[src/rtl/assert_macros.svh]
// Assertion macros used by the top level of the NTC thermistor linearizer.
// No dependencies.
`ifndef ASSERT_MACROS_SVH
`define ASSERT_MACROS_SVH

// Implication checked at every rising edge outside reset.
`define NTL_ASSERT_IMP(label, clk, rst_n, ante, cons) \
  label: assert property (@(posedge clk) disable iff (!rst_n) (ante) |-> (cons)) \
    else $error("assertion failed");

// Condition that must never hold outside reset.
`define NTL_ASSERT_NEVER(label, clk, rst_n, cond) \
  label: assert property (@(posedge clk) disable iff (!rst_n) !(cond)) \
    else $error("assertion failed");

`endif

[src/rtl/ntl_pkg.sv]
// Package of the NTC thermistor linearizer: widths, resistance table, types.
// No dependencies.
package ntl_pkg;
  localparam int ADC_BITS = 12;
  localparam logic [ADC_BITS-1:0] ADC_MAX = {ADC_BITS{1'b1}};
  localparam int R1_W = 17;
  localparam int RES_W = 24;
  localparam int TEMP_W = 15;
  localparam int TABLE_POINTS = 37;
  localparam int IDX_W = 6;
  localparam int PROD_W = R1_W + ADC_BITS;
  localparam int NUM1_W = PROD_W + 4;
  localparam int NUM2_W = RES_W + 9;
  localparam int DIV_NUM_W = (NUM1_W > NUM2_W) ? NUM1_W : NUM2_W;
  localparam int DIV_DEN_W = RES_W;
  localparam int PADDR_W = 3;
  localparam logic [R1_W-1:0] R1_RESET = 17'd10000;
  localparam logic [RES_W-1:0] RES_SAT = {RES_W{1'b1}};
  localparam logic [TEMP_W-1:0] TEMP_FIRST = 15'h7FFF - 15'd5499; // -5500
  localparam logic [TEMP_W-1:0] TEMP_LAST = 15'd12500;
  localparam logic [0:0] REG_SERIES = 1'b0;

  localparam logic [RES_W-1:0] RES_TABLE [TABLE_POINTS] = '{
    24'd12146000, 24'd8443900, 24'd5924300, 24'd4193800, 24'd2994800,
    24'd2156700, 24'd1564100, 24'd1146600, 24'd845100, 24'd629270,
    24'd470770, 24'd355630, 24'd271190, 24'd208600, 24'd162040,
    24'd126830, 24'd100000, 24'd79420, 24'd63270, 24'd50740,
    24'd41030, 24'd33360, 24'd27240, 24'd22370, 24'd18460,
    24'd15300, 24'd12750, 24'd10680, 24'd8993, 24'd7607,
    24'd6452, 24'd5494, 24'd4700, 24'd4036, 24'd3474,
    24'd3001, 24'd2601
  };

  typedef struct packed {
    logic [RES_W-1:0] res;
    logic [IDX_W-1:0] idx;
    logic             below;
    logic             above;
  } side_t;
endpackage

[src/rtl/ntl_div.sv]
// Pipelined restoring divider, one quotient bit per register stage.
// Depends on ntl_pkg.
module ntl_div (
  input  logic                           clk,
  input  logic                           rst_n,
  input  logic                           vld_i,
  input  logic [ntl_pkg::DIV_NUM_W-1:0]  num_i,
  input  logic [ntl_pkg::DIV_DEN_W-1:0]  den_i,
  input  ntl_pkg::side_t                 side_i,
  output logic                           vld_o,
  output logic [ntl_pkg::DIV_NUM_W-1:0]  quo_o,
  output ntl_pkg::side_t                 side_o
);
  import ntl_pkg::*;

  logic                 vld_r  [DIV_NUM_W];
  logic [DIV_NUM_W-1:0] num_r  [DIV_NUM_W];
  logic [DIV_NUM_W-1:0] quo_r  [DIV_NUM_W];
  logic [DIV_DEN_W-1:0] rem_r  [DIV_NUM_W];
  logic [DIV_DEN_W-1:0] den_r  [DIV_NUM_W];
  side_t                side_r [DIV_NUM_W];

  for (genvar s = 0; s < DIV_NUM_W; s++) begin : g_stage
    logic                 v_in;
    logic [DIV_NUM_W-1:0] n_in;
    logic [DIV_NUM_W-1:0] q_in;
    logic [DIV_DEN_W-1:0] rem_in;
    logic [DIV_DEN_W-1:0] den_in;
    side_t                sd_in;
    logic [DIV_DEN_W:0]   trial;
    logic [DIV_DEN_W:0]   diff;
    logic                 ge;

    if (s == 0) begin : g_first
      assign v_in   = vld_i;
      assign n_in   = num_i;
      assign q_in   = '0;
      assign rem_in = '0;
      assign den_in = den_i;
      assign sd_in  = side_i;
    end else begin : g_next
      assign v_in   = vld_r[s-1];
      assign n_in   = num_r[s-1];
      assign q_in   = quo_r[s-1];
      assign rem_in = rem_r[s-1];
      assign den_in = den_r[s-1];
      assign sd_in  = side_r[s-1];
    end

    assign trial = {rem_in, n_in[DIV_NUM_W-1]};
    assign diff  = trial - {1'b0, den_in};
    assign ge    = (trial >= {1'b0, den_in});

    always_ff @(posedge clk) begin
      if (!rst_n) begin
        vld_r[s] <= 1'b0;
      end else begin
        vld_r[s] <= v_in;
      end
      num_r[s]  <= {n_in[DIV_NUM_W-2:0], 1'b0};
      quo_r[s]  <= {q_in[DIV_NUM_W-2:0], ge};
      rem_r[s]  <= ge ? diff[DIV_DEN_W-1:0] : trial[DIV_DEN_W-1:0];
      den_r[s]  <= den_in;
      side_r[s] <= sd_in;
    end
  end

  assign vld_o  = vld_r[DIV_NUM_W-1];
  assign quo_o  = quo_r[DIV_NUM_W-1];
  assign side_o = side_r[DIV_NUM_W-1];
endmodule

[config.mk]
export PLATFORM = sky130hd
export DESIGN_NAME = ntl_div
export DESIGN_NICKNAME = d
export VERILOG_FILES = /design/src/rtl/assert_macros.svh /design/src/rtl/ntl_pkg.sv /design/src/rtl/ntl_div.sv
export SDC_FILE = /design/constraint.sdc
export NUM_CORES = 2
export LEC_CHECK = 0
export ABC_AREA = 0
export BUFFER_PORTS_ARGS = -buffer_cell sky130_fd_sc_hd__buf_2
export CORE_AREA = 2 2 568 570
export DETAILED_ROUTE_END_ITERATION = 6
export DIE_AREA = 0 0 570 572
export GPL_ROUTABILITY_DRIVEN = 0
export HOLD_SLACK_MARGIN = 0.12
export PLACE_DENSITY = 0.56
export SETUP_SLACK_MARGIN = 0.02
export SLEW_MARGIN = 20
export SYNTH_ARGS = -nofsm -noshare
export SYNTH_HDL_FRONTEND = slang
export SYNTH_MEMORY_MAX_BITS = 65536
export SYNTH_SLANG_ARGS = --single-unit
[constraint.sdc]
create_clock -name clk -period 8.7 [get_ports clk]
set_input_delay 0.87 -clock clk [delete_from_list [all_inputs] [get_ports clk]]
set_output_delay 0.87 -clock clk [all_outputs]
set_load 0.02 [all_outputs]
# Yosys cells after proc, flatten, opt, wreduce, memory -nomap -nowiden
# Memories as Yosys holds them, arrays and structs flattened.
# Index checks and enable logic that the tools add are counted.
op_classes:
  add_sub_neg: 33
  magnitude_cmp: 33
  mux: 68
  bitwise: 33
ops:
  columns: ["op", "n"]
  rows:
  - ["$ge 25x24->1", 32]
  - ["$mux 24", 33]
  - ["$sub 24x24->24", 32]
  - ["$mux 1", 35]
  - ["$or 1x1->1", 33]
  - ["$ge 1x24->1", 1]
  - ["$sub 1x24->24", 1]
word_totals:
  reg_bits: 0
  ramBits: 4818
  in_bits: 92
  output_inout_bits: 66
  word_cells: 173
  mem_count: 6
mem_list:
  columns: ["name", "words", "width", "rd", "rd_clocked_by_memory_dff", "wr", "line", "rtl"]
  rows:
  - ["quo_r", 33, 33, 33, 0, 33, "ntl_div.sv:18", "logic [DIV_NUM_W-1:0] quo_r [DIV_NUM_W];"]
  - ["num_r", 33, 32, 32, 0, 33, "ntl_div.sv:17", "logic [DIV_NUM_W-1:0] num_r [DIV_NUM_W];"]
  - ["side_r", 33, 32, 33, 0, 33, "ntl_div.sv:21", "side_t side_r [DIV_NUM_W];"]
  - ["den_r", 33, 24, 32, 0, 33, "ntl_div.sv:20", "logic [DIV_DEN_W-1:0] den_r [DIV_NUM_W];"]
  - ["rem_r", 33, 24, 32, 0, 33, "ntl_div.sv:19", "logic [DIV_DEN_W-1:0] rem_r [DIV_NUM_W];"]
  - ["vld_r", 33, 1, 33, 0, 33, "ntl_div.sv:16", "logic vld_r [DIV_NUM_W];"]

# Depth between registers and ports, before layout
# An unclocked memory read counts as a cell.
depth:
  ltp_word: 3
  mapped_depth: 15
  mapped_depth_nobuf: 13

# Least setup slack after synthesis
# No wires, ideal clock.
synth_path:
  path_kind: "reg2reg"
  from: "memory den_r[0][361] in the netlist's numbering"
  to: "memory rem_r[0][400] in the netlist's numbering"
  setup_time_ps: 121
  t_arrival_ps: 3127
  required_time_ps: 8579
  setup_slack_ps: 5453
  path_stages_with_launch: 14
  n_path_buf: 1
  synth_period_minus_slack_ps: 3247
  path_cell_list: "dfxtp_1 > inv_1 > ha_1 > nor2b_1 > o31ai_2 > a21boi_0 > o21ai_0 > nand3_1 > a32oi_2 > o21ai_0 > a221o_1 > a211oi_4 > buf_6 > mux2_2"
synth_lines:
  columns: ["element", "line"]
  rows:
  - ["from (decl)", "ntl_div.sv:20"]
  - ["to (decl)", "ntl_div.sv:19"]

==> reports/results.tsv <==
metric	value	unit
path_depth	13	
startpoint	den_r[0][313]	
status	finished clean	
hold_path_depth	3	
highest_layer	met4	
fmax	0.2395	GHz
ir_drop	183.7	µV
synth_edf_count	0	
ys_seq_area_share	61.35	%
p_total	0.04701	W
cts_setup_buffers	0	
syn2layout_area_growth	16.68	%
whs_endpoint	rem_r[0][0]	
finalNetCount	12010	
clk-insertion-delay-late	0.95	ns
die_w	570	µm
worstMarginPinSlew	1.084	ns
drtIter0Drc	4318	
hold_buffers	89	
cts-buffers-inserted	386	
die_area	0.3260	mm²
coreArea	0.3198	mm²
numClockSinks	3714	
ant_nets	0	
layout_commonest_cell	dfxtp_1	
crit_top_cell	a21oi_1	
post_drt_wl_per_cell	15.14	µm
die_y	572	µm
drv_slew	0	
synth_cell_types	86	
layout_min_cycle_time	4.175	ns
dp_hpwl	170500	µm
wl	236600	µm
min-delay-start	num_i[32]	
cp-start-kind	register	
boundaryPins	158	
route.detailed.drc	0	
initial_core_util	37.89	%
cts-htree-levels	5	
crit_type	register to register	
fillCellCount	29060	
rsz0062_at_grt	false	
synth_top_area_share	61.35	%
io_buffers	157	
critPathTopFamily	compound AO/OA/AOI/OAI gates	
vias	73490	
yosysWarnings	0	
wl_met2	99940	µm
cp.required	9.47	ns
clock-root-buffer	clkbuf_16	
grt_start_max_net_pins	50	
syn_area	0.1212	mm²
vias_per_cell	4.703	
critPathBufInv	2	
finalHoldViolCount	0	
antenna_found_initial	18	
yosysTopAreaCell	dfxtp_1	
fin_ws	4.525	ns
overflow	0	
tns	0	ns
synthTopCellsByArea	dfxtp_1 61%, ha_1 7.9%, mux2_2 3.7%	
syn_inst	10620	
synth_ff_type	dfxtp_1	
final_cell_mix	3714 x dfxtp_1, 945 x inv_1, 770 x ha_1, 638 x a21oi_1, 543 x o21ai_0	
clk_pin_slew	0.06	ns
track_usage	14.23	%
drive_above_1_share	11.46	%
ys_seq_elements	3714	
crit_fanout	25	
firstDrtPassIters	6	
maxCapViolCount	0	
drt-met1-wl	115000	µm
p_leak	63.59	nW
reg2reg_from	den_r[0][313]	
final.setup_skew	0.07618	ns
arrival	4.95	ns
setup_viol_count_final	0	
reg2reg_slack	4.53	ns
reg2reg_depth	13	
slowest_stage	dfxtp_1	
cp_cell_sequence	inv_1, ha_1, nor2b_1, o31ai_1, a21oi_1, o211ai_1, a21oi_1, a211oi_1, o21a_1, nand3_1, a311oi_4, buf_4, mux2_2	
rows	208	
synth.avg_cell_area	11.41	µm²
grt_pass1_wl	383200	µm
final_cell_area	0.1414	mm²
syn_nets	11510	
ctsResizeCount	0	
slew_headroom	27.06	%
r2r_end	rem_r[0][339]	
wl_met3	12840	µm
first_global_vias	73700	
cp-end-kind	register	
async_flop_share	0	%
cp_slowest_stage_delay	0.61	ns
cts_max_path_buffers	4	
fin_crit_sh	47.99	%
placed_area	0.1268	mm²
hold_class	input port to register	
cts_tree	done	
post-place-ws	4.423	ns
powerDensity	332.4	mW/mm²
Yosys cell counts, types with 24 or more instances:
master,number
nor3_1,136
a21oi_1,638
ha_1,770
o21a_1,110
nor2b_1,126
or2_2,25
nor4_1,42
a31oi_1,67
xor2_1,212
a21boi_0,27
nand4_1,121
and3_1,47
o211ai_1,34
o21bai_1,61
xnor2_1,381
mux2i_1,41
dfxtp_1,3714
nor2_1,454
nand2b_1,98
a21o_1,300
nand2_1,519
nand3_1,121
inv_1,945
o21ai_0,544
and2_1,65
buf_2,38
fa_1,31
clkbuf_1,105
mux2_2,393
o31a_1,32
o31ai_1,47
a31o_2,24
a211oi_1,48
or3_1,29
report_power, final:
group	switching, W	internal, W
registers	0.000938	0.0189
clock network	0.00676	0.0105
logic	0.00540	0.00454
total	0.0131	0.0339
routing by layer:
layer | vias up | track usage [%]
met5 | - | 0
met4 | 0 | 5.831
met3 | 555 | 2.392
met2 | 1856 | 21.91
met1 | 33970 | 19.72
li1 | 37110 | -
registers in the layout (all words and copies together) (netlist names):
name    count
side_r   1056
den_r     768
rem_r     768
quo_r     561
num_r     528
vld_r      33
cells by family (layout without fill, tap and decap cells):
group | after synthesis | count (layout) | synth area share, %
and+or+nand+nor | 1840 | 1840 | 7.319
xor gates and xnor gates | 593 | 593 | 4.285
muxes | 435 | 435 | 3.999
other | 0 | 2 | 0
adders and majority gates | 801 | 801 | 8.462
buffers and inverters | 1107 | 1910 | 3.530
AOI/OAI and AO/OA | 2131 | 2131 | 11.06
DFF | 3714 | 3714 | 61.35
worst reg2reg max path: stages, from the launching register on:
cell and delay (ns):
dfxtp_1 0.61, inv_1 0.10, ha_1 0.30, nor2b_1 0.15, o31ai_1 0.44, a21oi_1 0.23
o211ai_1 0.25, a21oi_1 0.15, a211oi_1 0.32, o21a_1 0.22, nand3_1 0.16, a311oi_4 0.31
buf_4 0.39, mux2_2 0.41
stage by stage:
stage | hold WS, ns | util, % | std cells
6_report | 0.2349 | 44.21 | 15630
5_1_grt | 0.2257 | 44.21 | 15630
4_1_cts | 0.1286 | 44.19 | 15620
3_5_place_dp | 0.3121 | 39.65 | 14840
3_3_place_gp | 0.3095 | 39.65 | 14840
2_1_floorplan | 0.3096 | - | 10620
final cells by class:
type	instances	area, µm²	share of cell area, %
Antenna cell	2	5.005	0.003539
Clock buffer	509	10880	7.691
Clock inverter	184	2773	1.961
Inverter	946	3551	2.511
Multi-Input combinational cell	5800	42710	30.20
Sequential cell	3714	74350	52.58
Tap cell	4200	5255	3.716
Timing Repair Buffer	271	1892	1.338
worst max-delay path by stage:
stage / to / slack (ns)
global route: rem_r[0][339] / 4.26
global placement: rem_r[0][431] / 4.48
detailed placement: rem_r[0][413] / 4.42
CTS: rem_r[0][411] / 4.43
floorplan: rem_r[0][400] / 5.45
finish: rem_r[0][339] / 4.53
No activity file was read; power rests on OpenSTA's default activity.
