==> config.mk <==
export PLATFORM = sky130hd
export DESIGN_NAME = ntl_interp
export DESIGN_NICKNAME = d
export VERILOG_FILES = /design/src/rtl/assert_macros.svh /design/src/rtl/ntl_pkg.sv /design/src/rtl/ntl_interp.sv
export SDC_FILE = /design/constraint.sdc
export NUM_CORES = 1
export LEC_CHECK = 0
export CAP_MARGIN = 20
export CORE_UTILIZATION = 50
export DETAILED_ROUTE_END_ITERATION = 12
export DONT_BUFFER_PORTS = 1
export GPL_TIMING_DRIVEN = 0
export HOLD_SLACK_MARGIN = 0.05
export PLACE_DENSITY_LB_ADDON = 0.15
export SYNTH_ARGS = -nofsm -noshare
export SYNTH_HDL_FRONTEND = slang
export SYNTH_SLANG_ARGS = --single-unit
==> constraint.sdc <==
create_clock -name clk -period 5.67 [get_ports clk]
set_input_delay 0 -clock clk [delete_from_list [all_inputs] [get_ports clk]]
set_output_delay 0 -clock clk [all_outputs]
set_load 0.02 [all_outputs]
==> src/rtl/assert_macros.svh <==
// Assertion macros used by the top level of the NTC thermistor linearizer.
// No dependencies.
`ifndef ASSERT_MACROS_SVH
`define ASSERT_MACROS_SVH

// Implication checked at every rising edge outside reset.
`define NTL_ASSERT_IMP(label, clk, rst_n, ante, cons) \
  label: assert property (@(posedge clk) disable iff (!rst_n) (ante) |-> (cons)) \
    else $error("assertion failed");

// Condition that must never hold outside reset.
`define NTL_ASSERT_NEVER(label, clk, rst_n, cond) \
  label: assert property (@(posedge clk) disable iff (!rst_n) !(cond)) \
    else $error("assertion failed");

`endif

==> src/rtl/ntl_pkg.sv <==
// Package of the NTC thermistor linearizer: widths, resistance table, types.
// No dependencies.
package ntl_pkg;
  localparam int ADC_BITS = 12;
  localparam logic [ADC_BITS-1:0] ADC_MAX = {ADC_BITS{1'b1}};
  localparam int R1_W = 17;
  localparam int RES_W = 24;
  localparam int TEMP_W = 15;
  localparam int TABLE_POINTS = 37;
  localparam int IDX_W = 6;
  localparam int PROD_W = R1_W + ADC_BITS;
  localparam int NUM1_W = PROD_W + 4;
  localparam int NUM2_W = RES_W + 9;
  localparam int DIV_NUM_W = (NUM1_W > NUM2_W) ? NUM1_W : NUM2_W;
  localparam int DIV_DEN_W = RES_W;
  localparam int PADDR_W = 3;
  localparam logic [R1_W-1:0] R1_RESET = 17'd10000;
  localparam logic [RES_W-1:0] RES_SAT = {RES_W{1'b1}};
  localparam logic [TEMP_W-1:0] TEMP_FIRST = 15'h7FFF - 15'd5499; // -5500
  localparam logic [TEMP_W-1:0] TEMP_LAST = 15'd12500;
  localparam logic [0:0] REG_SERIES = 1'b0;

  localparam logic [RES_W-1:0] RES_TABLE [TABLE_POINTS] = '{
    24'd12146000, 24'd8443900, 24'd5924300, 24'd4193800, 24'd2994800,
    24'd2156700, 24'd1564100, 24'd1146600, 24'd845100, 24'd629270,
    24'd470770, 24'd355630, 24'd271190, 24'd208600, 24'd162040,
    24'd126830, 24'd100000, 24'd79420, 24'd63270, 24'd50740,
    24'd41030, 24'd33360, 24'd27240, 24'd22370, 24'd18460,
    24'd15300, 24'd12750, 24'd10680, 24'd8993, 24'd7607,
    24'd6452, 24'd5494, 24'd4700, 24'd4036, 24'd3474,
    24'd3001, 24'd2601
  };

  typedef struct packed {
    logic [RES_W-1:0] res;
    logic [IDX_W-1:0] idx;
    logic             below;
    logic             above;
  } side_t;
endpackage

==> src/rtl/ntl_interp.sv <==
// Table search and interpolation numerator: compare, encode, scale stages.
// Depends on ntl_pkg.
module ntl_interp (
  input  logic                           clk,
  input  logic                           rst_n,
  input  logic                           vld_i,
  input  logic [ntl_pkg::RES_W-1:0]      res_i,
  output logic                           vld_o,
  output logic [ntl_pkg::DIV_NUM_W-1:0]  num_o,
  output logic [ntl_pkg::DIV_DEN_W-1:0]  den_o,
  output ntl_pkg::side_t                 side_o
);
  import ntl_pkg::*;

  logic                    a_vld_r;
  logic [TABLE_POINTS-1:0] a_gt_r;
  logic [RES_W-1:0]        a_res_r;
  logic                    b_vld_r;
  logic [RES_W-1:0]        b_diff_r;
  logic [RES_W-1:0]        b_den_r;
  side_t                   b_side_r;
  logic                    c_vld_r;
  logic [DIV_NUM_W-1:0]    c_num_r;
  logic [DIV_DEN_W-1:0]    c_den_r;
  side_t                   c_side_r;

  logic [IDX_W-1:0] idx;
  logic [IDX_W-1:0] sel;
  logic             below;
  logic             above;
  logic [RES_W-1:0] diff_nxt;
  logic [RES_W-1:0] den_nxt;

  // First entry that lies below the resistance; TABLE_POINTS when none does.
  always_comb begin
    idx = IDX_W'(TABLE_POINTS);
    for (int i = TABLE_POINTS - 1; i >= 0; i--) begin
      if (a_gt_r[i]) begin
        idx = IDX_W'(i);
      end
    end
    below = (idx == '0);
    above = (idx == IDX_W'(TABLE_POINTS));
    sel   = (below || above) ? IDX_W'(1) : idx;
    if (below || above) begin
      diff_nxt = '0;
      den_nxt  = RES_W'(1);
    end else begin
      diff_nxt = a_res_r - RES_TABLE[sel];
      den_nxt  = RES_TABLE[sel - IDX_W'(1)] - RES_TABLE[sel];
    end
  end

  always_ff @(posedge clk) begin
    if (!rst_n) begin
      a_vld_r <= 1'b0;
      b_vld_r <= 1'b0;
      c_vld_r <= 1'b0;
    end else begin
      a_vld_r <= vld_i;
      b_vld_r <= a_vld_r;
      c_vld_r <= b_vld_r;
    end
    for (int i = 0; i < TABLE_POINTS; i++) begin
      a_gt_r[i] <= (res_i > RES_TABLE[i]);
    end
    a_res_r        <= res_i;
    b_diff_r       <= diff_nxt;
    b_den_r        <= den_nxt;
    b_side_r.res   <= a_res_r;
    b_side_r.idx   <= idx;
    b_side_r.below <= below;
    b_side_r.above <= above;
    c_num_r        <= DIV_NUM_W'(b_diff_r) * DIV_NUM_W'(500)
                      + DIV_NUM_W'(b_den_r >> 1);
    c_den_r        <= b_den_r;
    c_side_r       <= b_side_r;
  end

  assign vld_o  = c_vld_r;
  assign num_o  = c_num_r;
  assign den_o  = c_den_r;
  assign side_o = c_side_r;
endmodule
After elaboration in Yosys (flattened, before gate mapping)
Memory sizes are Yosys's and may differ from the RTL's.
Cells that the tools add are included.
{"block": "word_totals", "romBits": 3072, "out_inout_bits": 90, "in_bits": 27, "n_memories": 2, "wordCells": 110, "register_bits": 233}
{"name": "(no name shown)", "words": 64, "word_bits": 24, "read_ports": 1, "rd_clocked_by_memory_dff": 0, "wr": 0, "line_no": "ntl_interp.sv:50", "rtl": "den_nxt = RES_TABLE[sel - IDX_W'(1)] - RES_TABLE[sel];"}
{"name": "(no name shown)", "words": 64, "word_bits": 24, "read_ports": 1, "rd_clocked_by_memory_dff": 0, "wr": 0, "line_no": "ntl_interp.sv:50"}
{"block": "op_classes", "eq_ne": 1, "mul": 1, "bitwise": 2, "n_reduce_logical": 2, "n_lt_le_gt_ge": 39, "muxes": 42, "addsub": 4}
{"op": "2-to-1 mux 6 bit", "count": 36}
{"op": "greater-than comparator 24 x 12 -> 1 bit, second input constant", "count": 4}
{"op": "greater-than comparator 24 x 13 -> 1 bit, second input constant", "count": 4}
{"op": "greater-than comparator 24 x 14 -> 1 bit, second input constant", "count": 4}
{"op": "greater-than comparator 24 x 16 -> 1 bit, second input constant", "count": 4}
{"op": "2-to-1 mux 24 bit", "count": 4}
{"op": "greater-than comparator 24 x 15 -> 1 bit, second input constant", "count": 3}
{"op": "greater-than comparator 24 x 17 -> 1 bit, second input constant", "count": 3}
{"op": "greater-than comparator 24 x 19 -> 1 bit, second input constant", "count": 3}
{"op": "greater-than comparator 24 x 22 -> 1 bit, second input constant", "count": 3}
{"op": "greater-than comparator 24 x 18 -> 1 bit, second input constant", "count": 2}
{"op": "greater-than comparator 24 x 20 -> 1 bit, second input constant", "count": 2}
{"op": "greater-than comparator 24 x 21 -> 1 bit, second input constant", "count": 2}
{"op": "greater-than comparator 24 bit, second input constant", "count": 2}
{"op": "subtractor 24 bit", "count": 2}
{"op": "adder 33 x 23 -> 33 bit", "count": 1}
{"op": "multiplier 24 x 7 -> 31 bit, second input constant", "count": 1}
{"op": "greater-than comparator 24 x 23 -> 1 bit, second input constant", "count": 1}
{"op": ">= comparator 7 bit, second input constant", "count": 2}
{"op": "NOT 6 -> 7 bit", "count": 2}
{"op": "equality test 6 bit, second input constant", "count": 1}
{"op": "zero test 6 bit", "count": 1}
{"op": "subtractor 6 x 1 -> 6 bit, second input constant", "count": 1}
{"op": "2-to-1 mux 3 bit", "count": 1}
{"op": "other kinds (2)", "count": 2}

Depth between registers and ports, before layout
{"block": "depth", "depth_word": 46, "depth_mapped": 30}

Worst setup path before layout
Ideal clock, no wire load.
{"block": "synth_timing", "path_kind": "reg2reg", "from": "register a_gt_r[32]", "to": "register b_den_r[22]", "path_buffers": 6, "t_required_ns": 5.542, "path_slack_ns": -0.064, "setup_time_ns": 0.128, "path_stages_with_launch": 29, "arrival_ns": 5.607, "path_cell_list": "dfxtp_1 -> or4_1 -> a21boi_1 -> o21ai_1 -> a21oi_1 -> o21ai_2 -> a21o_1 -> buf_4 -> buf_2 -> buf_2 -> ha_1 -> clkbuf_1 -> clkbuf_1 -> clkbuf_1 -> a211oi_1 -> a311oi_1 -> nor3_1 -> ha_1 -> nor2b_1 -> o21ai_0 -> a21boi_0 -> o221ai_1 -> a21oi_1 -> o2111ai_1 -> a21oi_1 -> o211ai_1 -> a21oi_1 -> xnor2_1 -> nor2_1"}
{"block": "synth_between", "elab_chain_cells": 42, "word_cells_on_any_way": 47}
{"element": "start: declaration", "line_no": "ntl_interp.sv:16", "rtl": "logic [TABLE_POINTS-1:0] a_gt_r;"}
{"element": "start signal: indexed assignment", "line_no": "ntl_interp.sv:65", "rtl": "a_gt_r[i] <= (res_i > RES_TABLE[i]);"}
{"element": "2-to-1 mux 6 bit * (33 in series)", "line_no": "ntl_interp.sv:38", "rtl": "if (a_gt_r[i]) begin"}
{"element": "equality test 6 bit or zero test 6 bit (tied branches)", "line_no": "ntl_interp.sv:43, ntl_interp.sv:42"}
{"element": "logical OR 1 bit", "line_no": "ntl_interp.sv:44, ntl_interp.sv:45"}
{"element": "2-to-1 mux 6 bit", "line_no": "ntl_interp.sv:44", "rtl": "sel = (below || above) ? IDX_W'(1) : idx;"}
{"element": "subtractor 6 x 1 -> 6 bit", "line_no": "ntl_interp.sv:50"}
{"element": "NOT 6 -> 7 bit (not written as such)", "line_no": "ntl_interp.sv:50"}
{"element": "memory read (64 x 24 bit)"}
{"element": "2-to-1 mux 24 bit (not written as such) (2 in series)", "line_no": "ntl_interp.sv:50"}
{"element": "subtractor 24 bit", "line_no": "ntl_interp.sv:50"}
{"element": "end signal: assignment", "line_no": "ntl_interp.sv:69", "rtl": "b_den_r <= den_nxt;"}
{"element": "end: declaration", "line_no": "ntl_interp.sv:20", "rtl": "logic [RES_W-1:0] b_den_r;"}
Every way passes the cells marked *; elsewhere a longest branch is shown, timed or not. The select of a mux whose other input is x is not followed.
A chain may end at the register's enable or synchronous reset.

Final worst setup path
{"block": "layout_timing", "from": "register b_diff_r[0]", "to": "register c_num_r[28] (netlist: num_o[28])"}
{"block": "layout_between", "elab_chain_cells": 2}
{"element": "start: declaration", "line_no": "ntl_interp.sv:19", "rtl": "logic [RES_W-1:0] b_diff_r;"}
{"element": "start signal: assignment", "line_no": "ntl_interp.sv:68", "rtl": "b_diff_r <= diff_nxt;"}
{"element": "multiplier 24 x 7 -> 31 bit", "line_no": "ntl_interp.sv:74", "rtl": "c_num_r <= DIV_NUM_W'(b_diff_r) * DIV_NUM_W'(500)"}
{"element": "adder 33 x 23 -> 33 bit", "line_no": "ntl_interp.sv:75", "rtl": "+ DIV_NUM_W'(b_den_r >> 1);"}
{"element": "end signal: assignment", "line_no": "ntl_interp.sv:74"}
{"element": "end: declaration", "line_no": "ntl_interp.sv:23", "rtl": "logic [DIV_NUM_W-1:0] c_num_r;"}
Every way passes these cells.

==> results by group <==
Status
  – Status: finished, violations left
  – Failing checks: negative setup slack

STA
  – Final Hold Viols: 0
  – Clock skew: roughly 0.030 ns
  – Final WS setup: -0.09201 ns
  – Post-layout min period: a little under 6 ns
  – RSZ-0062 raised after global routing: yes
  – Fmax achieved: about 0.17 GHz
  – Total negative slack: -0.2497 ns
  – Headroom to the max-slew limit: about a third
  – Tcrit/Tclk final: 101.6%
  – Setup Viol. Count Final: 5
  – Worst-margin pin slew: ~1 ns
  – Slew Viols, Final: 0

Synthesis
  – Top post-synthesis cells by area: dfxtp_1 (28%), ha_1 (11%), fa_1 (11%), a21oi_1 (4.7%), nor2_1 (4.6%)
  – Post-synth top area cell: dfxtp_1
  – Yosys cell types: 91
  – Yosys top cell area share: approximately 28%
  – Mapped Cells: between 1500 and 2000
  – Compound-gate portion of the synthesized area: 21.19%
  – Largest family of logic cells by synthesized area: adder cells
  – Area share of xor/xnor cells in the synthesized design: under 10%
  – Adder-cell share of the synthesized area: 21.65%
  – Post-Syn Area: approximately 17000 um2
  – Avg Cell Area, Syn: approximately 8.5 um2
  – Syn_nets: between 2000 and 2500
  – Seq/Total Area, Yosys: 27.85%
  – Number of flops mapped to enable cells by yosys: 0
  – Post-synth ARST share: 0%
  – #FFs+latches synth: ~230
  – Most used DFF post-synth: dfxtp_1
  – Post-synthesis mux area share: less than 1%
  – Count leader, synth: dfxtp_1
  – Synth top cells by count: dfxtp_1 (231), nor2_1 (204), nand2_1 (159), a21oi_1 (155), ha_1 (145)
  – Simple-Gate Fraction of Synth Area: 20.20%
  – Yosys warning count: 0

Route
  – Routed via count: between 15000 and 20000
  – DR pass1 iterations: 8
  – 1st-iter DRT viols: ~1700
  – Detailed-route DRC error count: 0
  – Remaining antenna violation count: 0
  – Routed length per instance: approximately 24 um
  – Avg Vias per Cell: 6.363
  – Final wirelength: roughly 60000 um

Layout
  – Final instance area: about 20000 um2
  – Final core occ: about 60%
  – Nets: about 2300
  – Area Growth Syn to Fin: 18.38%
  – Layout cell share with drive strength beyond 1: between 10% and 20%

Placed design
  – GPL Wtd Cong: between 1 and 1.5
  – Placed Area: ~17000 um2
  – HPWL Detailed: 45160 um
  – Pre-CTS setup slack: -1.474 ns
  – Port buffer count: 0

Worst setup path
  – Crit path max fanout: 4
  – CP endpoint kind: flip-flop
  – Critical path arrival: between 6 and 7 ns
  – WS Path Type: flip-flop to flip-flop
  – Critical path launch point type: flip-flop
  – Worst endpoint required time: between 6 and 7 ns

Clock tree
  – CTS Buffer Depth: 3
  – Worst-Skew Late Latency: between 0.5 and 0.6 ns
  – CTS tree: built
  – Root buffer cell: clkbuf_16
  – CTS Sinks: around 230
  – Clock slew at reported path FFs: about 0.060 ns
  – TritonCTS Buffers: 26
  – H-tree depth: 1

GRT
  – First-pass GRT wire length: between 90000 and 100000 um
  – Antenna violations before repair: 4
  – Vias in the first global route: 15590
  – All-Layer GR Usage: about a third
  – GR Overflow Total: 0
  – Largest net degree at the start of global routing: 15

Die
  – Die area: 33940 um2
  – Initial Utilization: 50.91%
  – Die W: ~180 um
  – # IOs: 117
  – Die Span Y: between 150 and 200 um
  – Row Count: 66
  – Placeable core region: roughly 33000 um2

Job
  – Number of max-cap violations: 0

Min path
  – Hold Path Class: primary input to flip-flop
[flip-flops by register name, indices dropped and copies added, names as in the netlist]
name and cells:
b_side_r 32, b_vld_r 1, a_vld_r 1, a_res_r 24, a_gt_r 37, b_den_r 24
side_o 32, vld_o 1, num_o 31, b_diff_r 24, den_o 24
[cells by family (layout without fill, tap and decap cells)]
kind of cell / count (synthesis) / count (layout)
adder cells (fa/ha/maj): 234 / 234
AO/OA/AOI/OAI: 544 / 544
flip-flops: 231 / 231
AND/OR/NAND/NOR: 691 / 691
multiplexers: 5 / 5
buffers and inverters: 169 / 297
XOR/XNOR: 85 / 85
other: 0 / 1
[metrics by stage]
stage / instances / hold WS [ns]
2_1_floorplan: 1959 / 0.02772
3_3_place_gp: 2401 / 0.02779
3_5_place_dp: 2401 / 0.02780
4_1_cts: 2511 / 0.05700
5_1_grt: 2529 / 0.07697
6_report: 2530 / 0.09442
[repair_timing]
item                                    in CTS  in global routing
setup buffers                               33                 18
endpoints found under the setup margin      53                 33
hold endpoints to repair                    61                  0
hold buffers                                34                  0
pin swaps                                   70                 47
gates resized for setup                    133                 89
[worst paths after layout]
check                    startpoint                  to  slack, ns  cells after the start
max          b_diff_r[0]$_SDFF_PP0_   num_o[28]$_DFF_P_      -0.09                     23
min                        res_i[9]  a_res_r[9]$_DFF_P_       0.09                      1
max reg2reg  b_diff_r[0]$_SDFF_PP0_   num_o[28]$_DFF_P_      -0.09                     23
min reg2reg     b_side_r[2]$_DFF_P_   side_o[2]$_DFF_P_       0.33                      0
[critical path: stages, from the launching register on]
cell	delay [ns]
dfxtp_4	0.36
fa_1	0.58
inv_2	0.05
fa_1	0.46
fa_1	0.49
inv_1	0.05
fa_1	0.55
ha_4	0.22
nand4b_1	0.15
buf_4	0.15
a31oi_4	0.10
or3_4	0.41
a21oi_2	0.13
xnor2_1	0.15
ha_2	0.32
buf_6	0.13
a21o_1	0.18
a21oi_2	0.15
o2bb2ai_2	0.10
o311a_1	0.33
o21a_1	0.22
nand2_2	0.11
nor2_1	0.07
xnor2_1	0.15
[layer usage]
layer	up-vias	track usage (%)	share of wire, %
met2	983	54.92	44
met3	210	9.425	11
met5	-	0	0.040
met4	4	15.90	4.8
li1	7265	-	-
met1	7636	45.14	41
[cell usage in the layout (no fill, tap or decap), types with 23 or more instances in the layout]
cell type      instances
nor4_1                30
nand3_1               44
nor2_1               196
nand2b_1              36
o21ai_0               95
buf_4                 50
a21o_1                32
fa_1                  89
ha_1                 125
clkbuf_1              46
nand2_1              153
nor3_1                64
dfxtp_1              219
inv_1                 66
xor2_1                23
dlygate4sd3_1         34
a31oi_1               25
xnor2_1               58
o211ai_1              26
a21oi_1              136
clkbuf_16             27
[layout make-up]
type	count	area (um2)
clock inverters	15	175.2
inverters	75	282.8
plain buffers	91	501.7
diodes	1	2.502
repair buffers	85	747.0
multi-input cells	1559	12010
fillers	2873	12960
flip-flops and latches	231	4659
clock buffers	31	730.7
well taps	442	553.0
Power is left out: the tool's default activity adds up to more than one toggle a clock period on the data nets, which glitch-free logic cannot reach.
